<file path="config.mk">
export PLATFORM = sky130hd
export DESIGN_NAME = tcw_ctrl_flat
export DESIGN_NICKNAME = d
export VERILOG_FILES = /design/src/rtl/core/tcw_pkg.sv /design/src/rtl/core/tcw_channels.sv /design/src/rtl/core/tcw_ctrl.sv /design/src/flat_wrapper.sv
export SDC_FILE = /design/constraint.sdc
export NUM_CORES = 1
export LEC_CHECK = 0
export ABC_AREA = 0
export BUFFER_PORTS_ARGS = -buffer_cell sky130_fd_sc_hd__buf_2
export CORE_UTILIZATION = 50
export CTS_CLUSTER_DIAMETER = 150
export DETAILED_ROUTE_END_ITERATION = 12
export PLACE_DENSITY = 0.78
export SYNTH_ARGS = -nofsm -noshare
export SYNTH_HDL_FRONTEND = slang
export SYNTH_SLANG_ARGS = --single-unit
</file>
<file path="constraint.sdc">
create_clock -name clk -period 5 [get_ports clk]
set_input_delay 0.5 -clock clk [delete_from_list [all_inputs] [get_ports clk]]
set_output_delay 0.5 -clock clk [all_outputs]
set_load 0.02 [all_outputs]
</file>
<file path="src/rtl/core/tcw_pkg.sv">
package tcw_pkg;

    localparam int NUM_COLUMNS_DEF = 80;
    localparam int NUM_ROWS_DEF    = 25;

    localparam int MODE_W     = 2;
    localparam int CHAR_W     = 8;
    localparam int IDX_W      = 11;
    localparam int ROW_OUT_W  = 5;
    localparam int COL_OUT_W  = 7;
    localparam int CIDX_OUT_W = 11;
    localparam int COLOR_W    = 4;
    localparam int ATTR_W     = 2 * COLOR_W;
    localparam int CELL_W     = ATTR_W + CHAR_W;
    localparam int CFG_IDX_W  = 1;

    typedef enum logic [MODE_W-1:0] {
        MODE_PUT   = 2'd0,
        MODE_CLEAR = 2'd1,
        MODE_READ  = 2'd2
    } mode_t;

    typedef enum logic [CFG_IDX_W-1:0] {
        CFG_FG = 1'b0,
        CFG_BG = 1'b1
    } cfg_idx_t;

    localparam logic [CHAR_W-1:0]  CHAR_NEWLINE = 8'd10;
    localparam logic [CHAR_W-1:0]  CHAR_RETURN  = 8'd13;
    localparam logic [CHAR_W-1:0]  CHAR_NUL     = 8'd0;
    localparam logic [COLOR_W-1:0] FG_RESET     = 4'd7;
    localparam logic [COLOR_W-1:0] BG_RESET     = 4'd1;
    localparam logic [ATTR_W-1:0]  ATTR_RESET   = {BG_RESET, FG_RESET};

    typedef struct packed {
        logic [ROW_OUT_W-1:0]  cursor_row;
        logic [COL_OUT_W-1:0]  cursor_col;
        logic [CIDX_OUT_W-1:0] cursor_index;
        logic                  scrolled;
        logic [CHAR_W-1:0]     cell_char;
        logic [ATTR_W-1:0]     cell_attr;
    } tcw_res_t;

    typedef struct packed {
        logic     load;
        tcw_res_t data;
    } tcw_load_t;

endpackage

</file>
<file path="src/rtl/core/tcw_channels.sv">
interface tcw_cmd_if;
    import tcw_pkg::*;

    logic              valid;
    logic              ready;
    logic [MODE_W-1:0] mode;
    logic [CHAR_W-1:0] char_code;
    logic [IDX_W-1:0]  cell_index;

    modport source (output valid, mode, char_code, cell_index, input ready);
    modport sink   (input valid, mode, char_code, cell_index, output ready);
endinterface


</file>
<file path="src/rtl/core/tcw_ctrl.sv">
module tcw_ctrl #(
    parameter int   NUM_COLUMNS = tcw_pkg::NUM_COLUMNS_DEF,
    parameter int   NUM_ROWS    = tcw_pkg::NUM_ROWS_DEF,
    localparam int  ADDR_W      = $clog2(NUM_COLUMNS * NUM_ROWS)
) (
    input  logic                        clk,
    input  logic                        rst_n,
    tcw_cmd_if.sink                     cmd,
    input  logic                        out_free,
    input  logic [tcw_pkg::ATTR_W-1:0]  attr,
    output tcw_pkg::tcw_load_t          res_load,
    output logic                        wr_en,
    output logic [ADDR_W-1:0]           wr_addr,
    output logic [tcw_pkg::CELL_W-1:0]  wr_data,
    output logic                        rd_en,
    output logic [ADDR_W-1:0]           rd_addr,
    input  logic [tcw_pkg::CELL_W-1:0]  rd_data
);
    import tcw_pkg::*;

    localparam int CELL_COUNT = NUM_COLUMNS * NUM_ROWS;
    localparam int COPY_COUNT = CELL_COUNT - NUM_COLUMNS;
    localparam int ROW_W      = $clog2(NUM_ROWS);
    localparam int COL_W      = $clog2(NUM_COLUMNS);

    typedef enum logic [2:0] {
        S_IDLE  = 3'b001,
        S_READ  = 3'b010,
        S_SWEEP = 3'b100
    } state_t;

    state_t            state_reg, state_next;
    logic [ROW_W-1:0]  row_reg, row_next;
    logic [COL_W-1:0]  col_reg, col_next;
    logic [ADDR_W-1:0] base_reg, base_next;
    logic [ADDR_W-1:0] cnt_reg, cnt_next;
    logic              drain_reg, drain_next;
    logic              scroll_reg, scroll_next;
    logic              report_reg, report_next;
    logic [ATTR_W-1:0] sweep_attr_reg, sweep_attr_next;
    logic              stage_v_reg, stage_v_next;
    logic [ADDR_W-1:0] stage_addr_reg, stage_addr_next;
    logic              stage_copy_reg, stage_copy_next;
    logic              rd_ok_reg, rd_ok_next;

    logic              accept;
    logic              is_newline, is_return, is_print;
    logic [COL_W:0]    col_inc;
    logic [ROW_W:0]    row_inc;
    logic              wrap, row_over;
    logic              put_we;
    logic [ADDR_W-1:0] cur_addr;
    logic [ADDR_W-1:0] sweep_rd_addr;
    logic              sweep_copy;
    logic [31:0]       idx32;
    logic              idx_ok;
    logic [ADDR_W-1:0] idx_addr;
    logic              load_now;
    logic              res_scrolled;
    logic [CHAR_W-1:0] res_char;
    logic [ATTR_W-1:0] res_attr;
    logic [ADDR_W-1:0] cidx_next;
    logic [31:0]       row32, col32, cidx32;

    assign accept     = cmd.valid && cmd.ready;
    assign cmd.ready  = (state_reg == S_IDLE) && out_free;
    assign is_newline = (cmd.char_code == CHAR_NEWLINE);
    assign is_return  = (cmd.char_code == CHAR_RETURN);
    assign is_print   = !is_newline && !is_return;
    assign col_inc    = {1'b0, col_reg} + (COL_W+1)'(1);
    assign row_inc    = {1'b0, row_reg} + (ROW_W+1)'(1);
    assign wrap       = (col_inc >= (COL_W+1)'(NUM_COLUMNS));
    assign row_over   = (row_inc >= (ROW_W+1)'(NUM_ROWS));
    assign cur_addr   = base_reg + ADDR_W'(col_reg);
    assign put_we     = accept && (cmd.mode == MODE_PUT) && is_print;

    assign idx32      = 32'(cmd.cell_index);
    assign idx_ok     = (idx32 < 32'(CELL_COUNT));
    assign idx_addr   = idx32[ADDR_W-1:0];

    assign sweep_copy    = scroll_reg && (cnt_reg < ADDR_W'(COPY_COUNT));
    assign sweep_rd_addr = cnt_reg + ADDR_W'(NUM_COLUMNS);

    always_comb
    begin
        state_next      = state_reg;
        row_next        = row_reg;
        col_next        = col_reg;
        base_next       = base_reg;
        cnt_next        = cnt_reg;
        drain_next      = drain_reg;
        scroll_next     = scroll_reg;
        report_next     = report_reg;
        sweep_attr_next = sweep_attr_reg;
        stage_v_next    = 1'b0;
        stage_addr_next = stage_addr_reg;
        stage_copy_next = stage_copy_reg;
        rd_ok_next      = rd_ok_reg;
        rd_en           = 1'b0;
        rd_addr         = sweep_rd_addr;
        load_now        = 1'b0;
        res_scrolled    = 1'b0;
        res_char        = CHAR_NUL;
        res_attr        = '0;

        unique case (state_reg)
            S_IDLE:
            begin
                if (accept)
                begin
                    priority if (cmd.mode == MODE_PUT)
                    begin
                        if (is_newline || (is_print && wrap))
                        begin
                            col_next = '0;
                            if (row_over)
                            begin
                                // bottom row stays; shift the screen up
                                state_next      = S_SWEEP;
                                cnt_next        = '0;
                                drain_next      = 1'b0;
                                scroll_next     = 1'b1;
                                report_next     = 1'b1;
                                sweep_attr_next = attr;
                            end
                            else
                            begin
                                row_next  = row_inc[ROW_W-1:0];
                                base_next = base_reg + ADDR_W'(NUM_COLUMNS);
                                load_now  = 1'b1;
                            end
                        end
                        else if (is_return)
                        begin
                            col_next = '0;
                            load_now = 1'b1;
                        end
                        else
                        begin
                            col_next = col_inc[COL_W-1:0];
                            load_now = 1'b1;
                        end
                    end
                    else if (cmd.mode == MODE_CLEAR)
                    begin
                        row_next        = '0;
                        col_next        = '0;
                        base_next       = '0;
                        state_next      = S_SWEEP;
                        cnt_next        = '0;
                        drain_next      = 1'b0;
                        scroll_next     = 1'b0;
                        report_next     = 1'b1;
                        sweep_attr_next = attr;
                    end
                    else if (cmd.mode == MODE_READ)
                    begin
                        rd_en      = idx_ok;
                        rd_addr    = idx_addr;
                        rd_ok_next = idx_ok;
                        state_next = S_READ;
                    end
                    else
                    begin
                        load_now = 1'b1;
                    end
                end
            end
            S_READ:
            begin
                load_now = 1'b1;
                if (rd_ok_reg)
                begin
                    res_char = rd_data[CHAR_W-1:0];
                    res_attr = rd_data[CELL_W-1:CHAR_W];
                end
                state_next = S_IDLE;
            end
            S_SWEEP:
            begin
                if (!drain_reg)
                begin
                    // read the cell one row below (or blank this one), write it back next cycle
                    stage_v_next    = 1'b1;
                    stage_addr_next = cnt_reg;
                    stage_copy_next = sweep_copy;
                    rd_en           = sweep_copy;
                    if (cnt_reg == ADDR_W'(CELL_COUNT - 1))
                    begin
                        drain_next = 1'b1;
                    end
                    else
                    begin
                        cnt_next = cnt_reg + ADDR_W'(1);
                    end
                end
                else
                begin
                    state_next   = S_IDLE;
                    load_now     = report_reg;
                    res_scrolled = scroll_reg;
                end
            end
            default:
            begin
                state_next = S_IDLE;
            end
        endcase
    end

    assign cidx_next = base_next + ADDR_W'(col_next);
    assign row32     = 32'(row_next);
    assign col32     = 32'(col_next);
    assign cidx32    = 32'(cidx_next);

    assign res_load.load              = load_now;
    assign res_load.data.cursor_row   = row32[ROW_OUT_W-1:0];
    assign res_load.data.cursor_col   = col32[COL_OUT_W-1:0];
    assign res_load.data.cursor_index = cidx32[CIDX_OUT_W-1:0];
    assign res_load.data.scrolled     = res_scrolled;
    assign res_load.data.cell_char    = res_char;
    assign res_load.data.cell_attr    = res_attr;

    assign wr_en   = stage_v_reg || put_we;
    assign wr_addr = put_we ? cur_addr : stage_addr_reg;
    assign wr_data = put_we ? {attr, cmd.char_code}
                   : (stage_copy_reg ? rd_data : {sweep_attr_reg, CHAR_NUL});

    always_ff @(posedge clk or negedge rst_n)
    begin
        if (!rst_n)
        begin
            // reset runs a full blanking sweep with the reset attribute
            state_reg      <= S_SWEEP;
            row_reg        <= '0;
            col_reg        <= '0;
            base_reg       <= '0;
            cnt_reg        <= '0;
            drain_reg      <= 1'b0;
            scroll_reg     <= 1'b0;
            report_reg     <= 1'b0;
            sweep_attr_reg <= ATTR_RESET;
            stage_v_reg    <= 1'b0;
            rd_ok_reg      <= 1'b0;
        end
        else
        begin
            state_reg      <= state_next;
            row_reg        <= row_next;
            col_reg        <= col_next;
            base_reg       <= base_next;
            cnt_reg        <= cnt_next;
            drain_reg      <= drain_next;
            scroll_reg     <= scroll_next;
            report_reg     <= report_next;
            sweep_attr_reg <= sweep_attr_next;
            stage_v_reg    <= stage_v_next;
            rd_ok_reg      <= rd_ok_next;
        end
    end

    always_ff @(posedge clk)
    begin
        stage_addr_reg <= stage_addr_next;
        stage_copy_reg <= stage_copy_next;
    end

    a_one_writer: assert property (@(posedge clk) disable iff (!rst_n)
        !(stage_v_reg && put_we))
        else $error("sweep write collides with character write");

    a_cursor_range: assert property (@(posedge clk) disable iff (!rst_n)
        ({1'b0, row_reg} < (ROW_W+1)'(NUM_ROWS)) && ({1'b0, col_reg} < (COL_W+1)'(NUM_COLUMNS)))
        else $error("cursor outside the screen");

    a_read_done: assert property (@(posedge clk) disable iff (!rst_n)
        (state_reg == S_READ) |=> (state_reg == S_IDLE))
        else $error("read result not delivered after one cycle");

    a_stage_range: assert property (@(posedge clk) disable iff (!rst_n)
        stage_v_reg |-> (32'(stage_addr_reg) < 32'(CELL_COUNT)))
        else $error("sweep write address beyond the last cell");

    a_ready_quiet: assert property (@(posedge clk) disable iff (!rst_n)
        cmd.ready |-> !stage_v_reg)
        else $error("item taken while a sweep write is pending");

endmodule

</file>
<file path="src/flat_wrapper.sv">
// flat-port wrapper written by rule: the top's interface ports become plain ports
module tcw_ctrl_flat import tcw_pkg::*;
#(
    parameter int   NUM_COLUMNS = tcw_pkg::NUM_COLUMNS_DEF,
    parameter int   NUM_ROWS    = tcw_pkg::NUM_ROWS_DEF,
    localparam int  ADDR_W      = $clog2(NUM_COLUMNS * NUM_ROWS)
)
  (clk, rst_n, out_free, attr, res_load, wr_en, wr_addr, wr_data, rd_en, rd_addr, rd_data, cmd_valid, cmd_mode, cmd_char_code, cmd_cell_index, cmd_ready);
  tcw_cmd_if cmd_i ();
  input  logic clk;
  input  logic rst_n;
  input  logic out_free;
  input  logic [tcw_pkg::ATTR_W-1:0] attr;
  output tcw_pkg::tcw_load_t res_load;
  output logic wr_en;
  output logic [ADDR_W-1:0] wr_addr;
  output logic [tcw_pkg::CELL_W-1:0] wr_data;
  output logic rd_en;
  output logic [ADDR_W-1:0] rd_addr;
  input  logic [tcw_pkg::CELL_W-1:0] rd_data;
  input wire logic [$bits(cmd_i.valid)-1:0] cmd_valid;
  input wire logic [$bits(cmd_i.mode)-1:0] cmd_mode;
  input wire logic [$bits(cmd_i.char_code)-1:0] cmd_char_code;
  input wire logic [$bits(cmd_i.cell_index)-1:0] cmd_cell_index;
  output wire logic [$bits(cmd_i.ready)-1:0] cmd_ready;
  assign cmd_i.valid = cmd_valid;
  assign cmd_i.mode = cmd_mode;
  assign cmd_i.char_code = cmd_char_code;
  assign cmd_i.cell_index = cmd_cell_index;
  assign cmd_ready = cmd_i.ready;
  tcw_ctrl #(.NUM_COLUMNS(NUM_COLUMNS), .NUM_ROWS(NUM_ROWS)) u_core (.clk(clk), .rst_n(rst_n), .cmd(cmd_i), .out_free(out_free), .attr(attr), .res_load(res_load), .wr_en(wr_en), .wr_addr(wr_addr), .wr_data(wr_data), .rd_en(rd_en), .rd_addr(rd_addr), .rd_data(rd_data));
endmodule
</file>
==> impl_metrics.csv <==
group,metric,value,unit
outcome,status,"finished clean",
cells_and_area,area_growth,23.8,%
setup_path,crit_arrival,4.20,ns
global_routing,grt_first_pass_wirelength,18.0,mm
cts,post-cts-setup-buffers,0,
logic_synthesis,ys.warnings.count,0,
cts,cts_hold_buf,0,
drt,vias,4214,
setup_path,crit_top_cell,"a21oi_1",
logic_synthesis,synth_nets,581,
cts,clk_pin_slew,0.07,ns
logic_synthesis,syn-cell-area,4360,um^2
placed_design,hpwl,8.57,mm
sta,clock_skew,0.0106,ns
logic_synthesis,avgSynthCellArea,8.63,um^2
logic_synthesis,synth-async-reset-ratio,80.6,%
drt,ant_nets,0,
logic_synthesis,ys_seq_area_share,37.1,%
cts,cts_tree,"yes",
sta,period_needed,4.70,ns
logic_synthesis,synth.largest_area_cell,"dfrtp_1",
logic_synthesis,synth_flop_cell,"dfrtp_1",
cts,cts_buffers,9,
drt,wl_per_cell,15.3,um
power,power_leakage,2.71,nW
placed_design,placed_area,5120,um^2
cells_and_area,diodes,0,
power,power.density,364,nW/um^2
setup_path,max_stage_delay,0.47,ns
cells_and_area,drive_gt1_share,30.5,%
placed_design,io_buffers,130,
sta,period_share,93.9,%
sta,fmax,0.213,GHz
flow_run,cap_violations,0,
drt,viasPerCell,5.66,
setup_path,start_kind,"register",
cts,cts_buffer_depth,2,
logic_synthesis,ys_ff_latch,62,
floorplan,fp.dieW,95.4,um
drt,routed_wl,11.4,mm
floorplan,core_area,8340,um^2
setup_path,critical_path_required,4.50,ns
floorplan,die_area,9100,um^2
cells_and_area,final_area,5400,um^2
logic_synthesis,synth_edf_count,12,
setup_path,crit_chain,"ha_2, and3_1, a311oi_1, o21a_2, nor2_2, nand2_1, nor2_2, a22oi_2, inv_1, ha_1, a21o_1, a21oi_1, o21ai_0, a21oi_1, o21bai_1, a21oi_1, nor3_2, xor2_1, buf_2",
setup_path,cpMaxStageDelayCell,"dfrtp_2",
global_routing,grt_overflow,0,
cts,cts_sinks,62,
setup_path,critPathKind,"register to output port",
logic_synthesis,synthCells,505,
setup_path,end_kind,"output port",
sta,hold_viol,0,
cts,htreeDepth,3,
cells_and_area,final_cells,744,
setup_path,critPathMaxFanout,7,
sta,final_max_slew_viol_count,0,
hold_path,worstHoldPathType,"input pin to asynchronous set/reset pin",
cells_and_area,final_core_util,64.7,%
cells_and_area,nets,710,
global_routing,grt_pass1_vias,3843,
cts,cts_resized,0,
placed_design,placed_cells,728,
power,finalPower,1.97,mW
global_routing,grt_max_degree,51,
cts,cts_root_buf,"clkbuf_8",
placed_design,gp_congestion,0.892,
logic_synthesis,synth.area.top_cells,"dfrtp_1 26%, edfxtp_1 8.3%, ha_1 7.2%",
sta,relSlewSlack,45.9,%
drt,route.detailed.drc,0,
global_routing,antenna_found_initial,0,
cts,clock_latency,0.34,ns
floorplan,row_count,33,
logic_synthesis,yosys.area.top_type_share,25.8,%
drt,drtIter0Drc,291,
floorplan,start_util,52.3,%
sta,hold_ws,0.256,ns
sta,tightest_slew,0.808,ns
setup_path,path_delay_family,"compound AO/OA/AOI/OAI gates",
global_routing,grt.total_usage,26.0,%
logic_synthesis,synthDistinctLibCells,60,
floorplan,io-pin-count,131,
power,ir_worst_vdd,202,uV
sta,setup_viol,0,
floorplan,die_h,95.4,um
setup_path,crit_buf_inv,2,
drt,first_pass_iters,5,
-- report_power, final --
| group | switching, mW | total, mW | internal [mW] |
|---|---|---|---|
| Clock | 0.203 | 0.548 | 0.346 |
| Combinational | 0.410 | 0.674 | 0.265 |
| Sequential | 0.107 | 0.743 | 0.637 |
-- stage by stage --
step                      setup slack (ns)  setup TNS (ns)
after detailed placement             0.476               0
after global routing              -0.00853        -0.00853
after global placement               0.683               0
after CTS                            0.104               0
final                                0.303               0
after floorplan                      0.329               0
-- cell usage in the layout, fill, tap and decap left out, types with 7 or more instances in the layout --
cell type  instances
buf_4              9
nor2b_1            7
o21ai_0           50
nand4_1            7
dfrtp_1           43
and2_1            22
a21oi_1           21
mux2_2            13
mux2i_1            9
ha_1              24
clkbuf_8          10
nand2_1           67
inv_1             30
and3_1             7
xor2_1            17
nor2_1            43
xnor2_1           11
edfxtp_1          12
buf_2            130
nand3_1           16
o31ai_1            7
-- cell usage after synthesis, types with 3 or more instances --
cell	n
xor2_1	17
buf_2	3
a21boi_0	3
a31oi_1	4
a21o_1	6
o21ai_0	53
o31ai_1	7
and2_1	22
nand3_1	16
nand2_1	67
and3_1	7
nor2_1	45
nand4_1	7
dfstp_2	5
ha_1	25
edfxtp_1	12
nor2b_1	7
mux2i_1	9
nand2b_1	5
xnor2_1	11
a21oi_1	21
clkbuf_1	15
dfrtp_1	45
inv_1	30
mux2_2	13
-- routing by layer --
metal	vias up	share of wire [%]	global-route usage (%)	wire [um]
met5	-	0	0	0
met4	0	2.6	8.96	294
met3	27	7.4	3.99	838
met2	175	48	44.4	5510
met1	1993	42	33.4	4730
li1	2019	-	-	-
-- cell type report --
| cell class | instances | area, um^2 |
|---|---|---|
| tap | 105 | 131 |
| sequential | 62 | 1620 |
| clock buffer | 11 | 141 |
| fill | 712 | 2940 |
| multi-input combinational | 391 | 2570 |
| timing repair buffer | 139 | 718 |
| inverter | 31 | 116 |
| clock inverter | 5 | 106 |
-- kinds of logic (layout without fill, tap and decap cells) --
logic type | Yosys count | after routing | share of synthesized area, %
and+or+nand+nor | 196 | 196 | 22.3
AOI/OAI and AO/OA | 117 | 117 | 16.5
DFF | 62 | 62 | 37.1
buffers and inverters | 52 | 186 | 4.73
adders and majority gates | 28 | 28 | 8.35
xor gates and xnor gates | 28 | 28 | 5.62
muxes | 22 | 22 | 5.42
-- worst paths after layout --
check                      slack, ns                              endpoint                           from  cells after the start
max in group asynchronous       4.26           u_core.col_reg[0]$_DFF_PN0_                          rst_n                      2
setup / recovery                0.30                          res_load[26]    u_core.col_reg[1]$_DFF_PN0_                     19
hold reg to reg                 0.49         u_core.report_reg$_DFFE_PN0P_  u_core.report_reg$_DFFE_PN0P_                      1
setup reg to reg                1.92         u_core.cnt_reg[9]$_DFFE_PN0P_    u_core.row_reg[0]$_DFF_PN0_                      9
hold / removal                  0.26         u_core.cnt_reg[4]$_DFFE_PN0P_                          rst_n                      2
min in group clk                0.41  u_core.sweep_attr_reg[3]$_DFFE_PN0P_                        attr[3]                      2
Power figures use the tool's default switching activity.
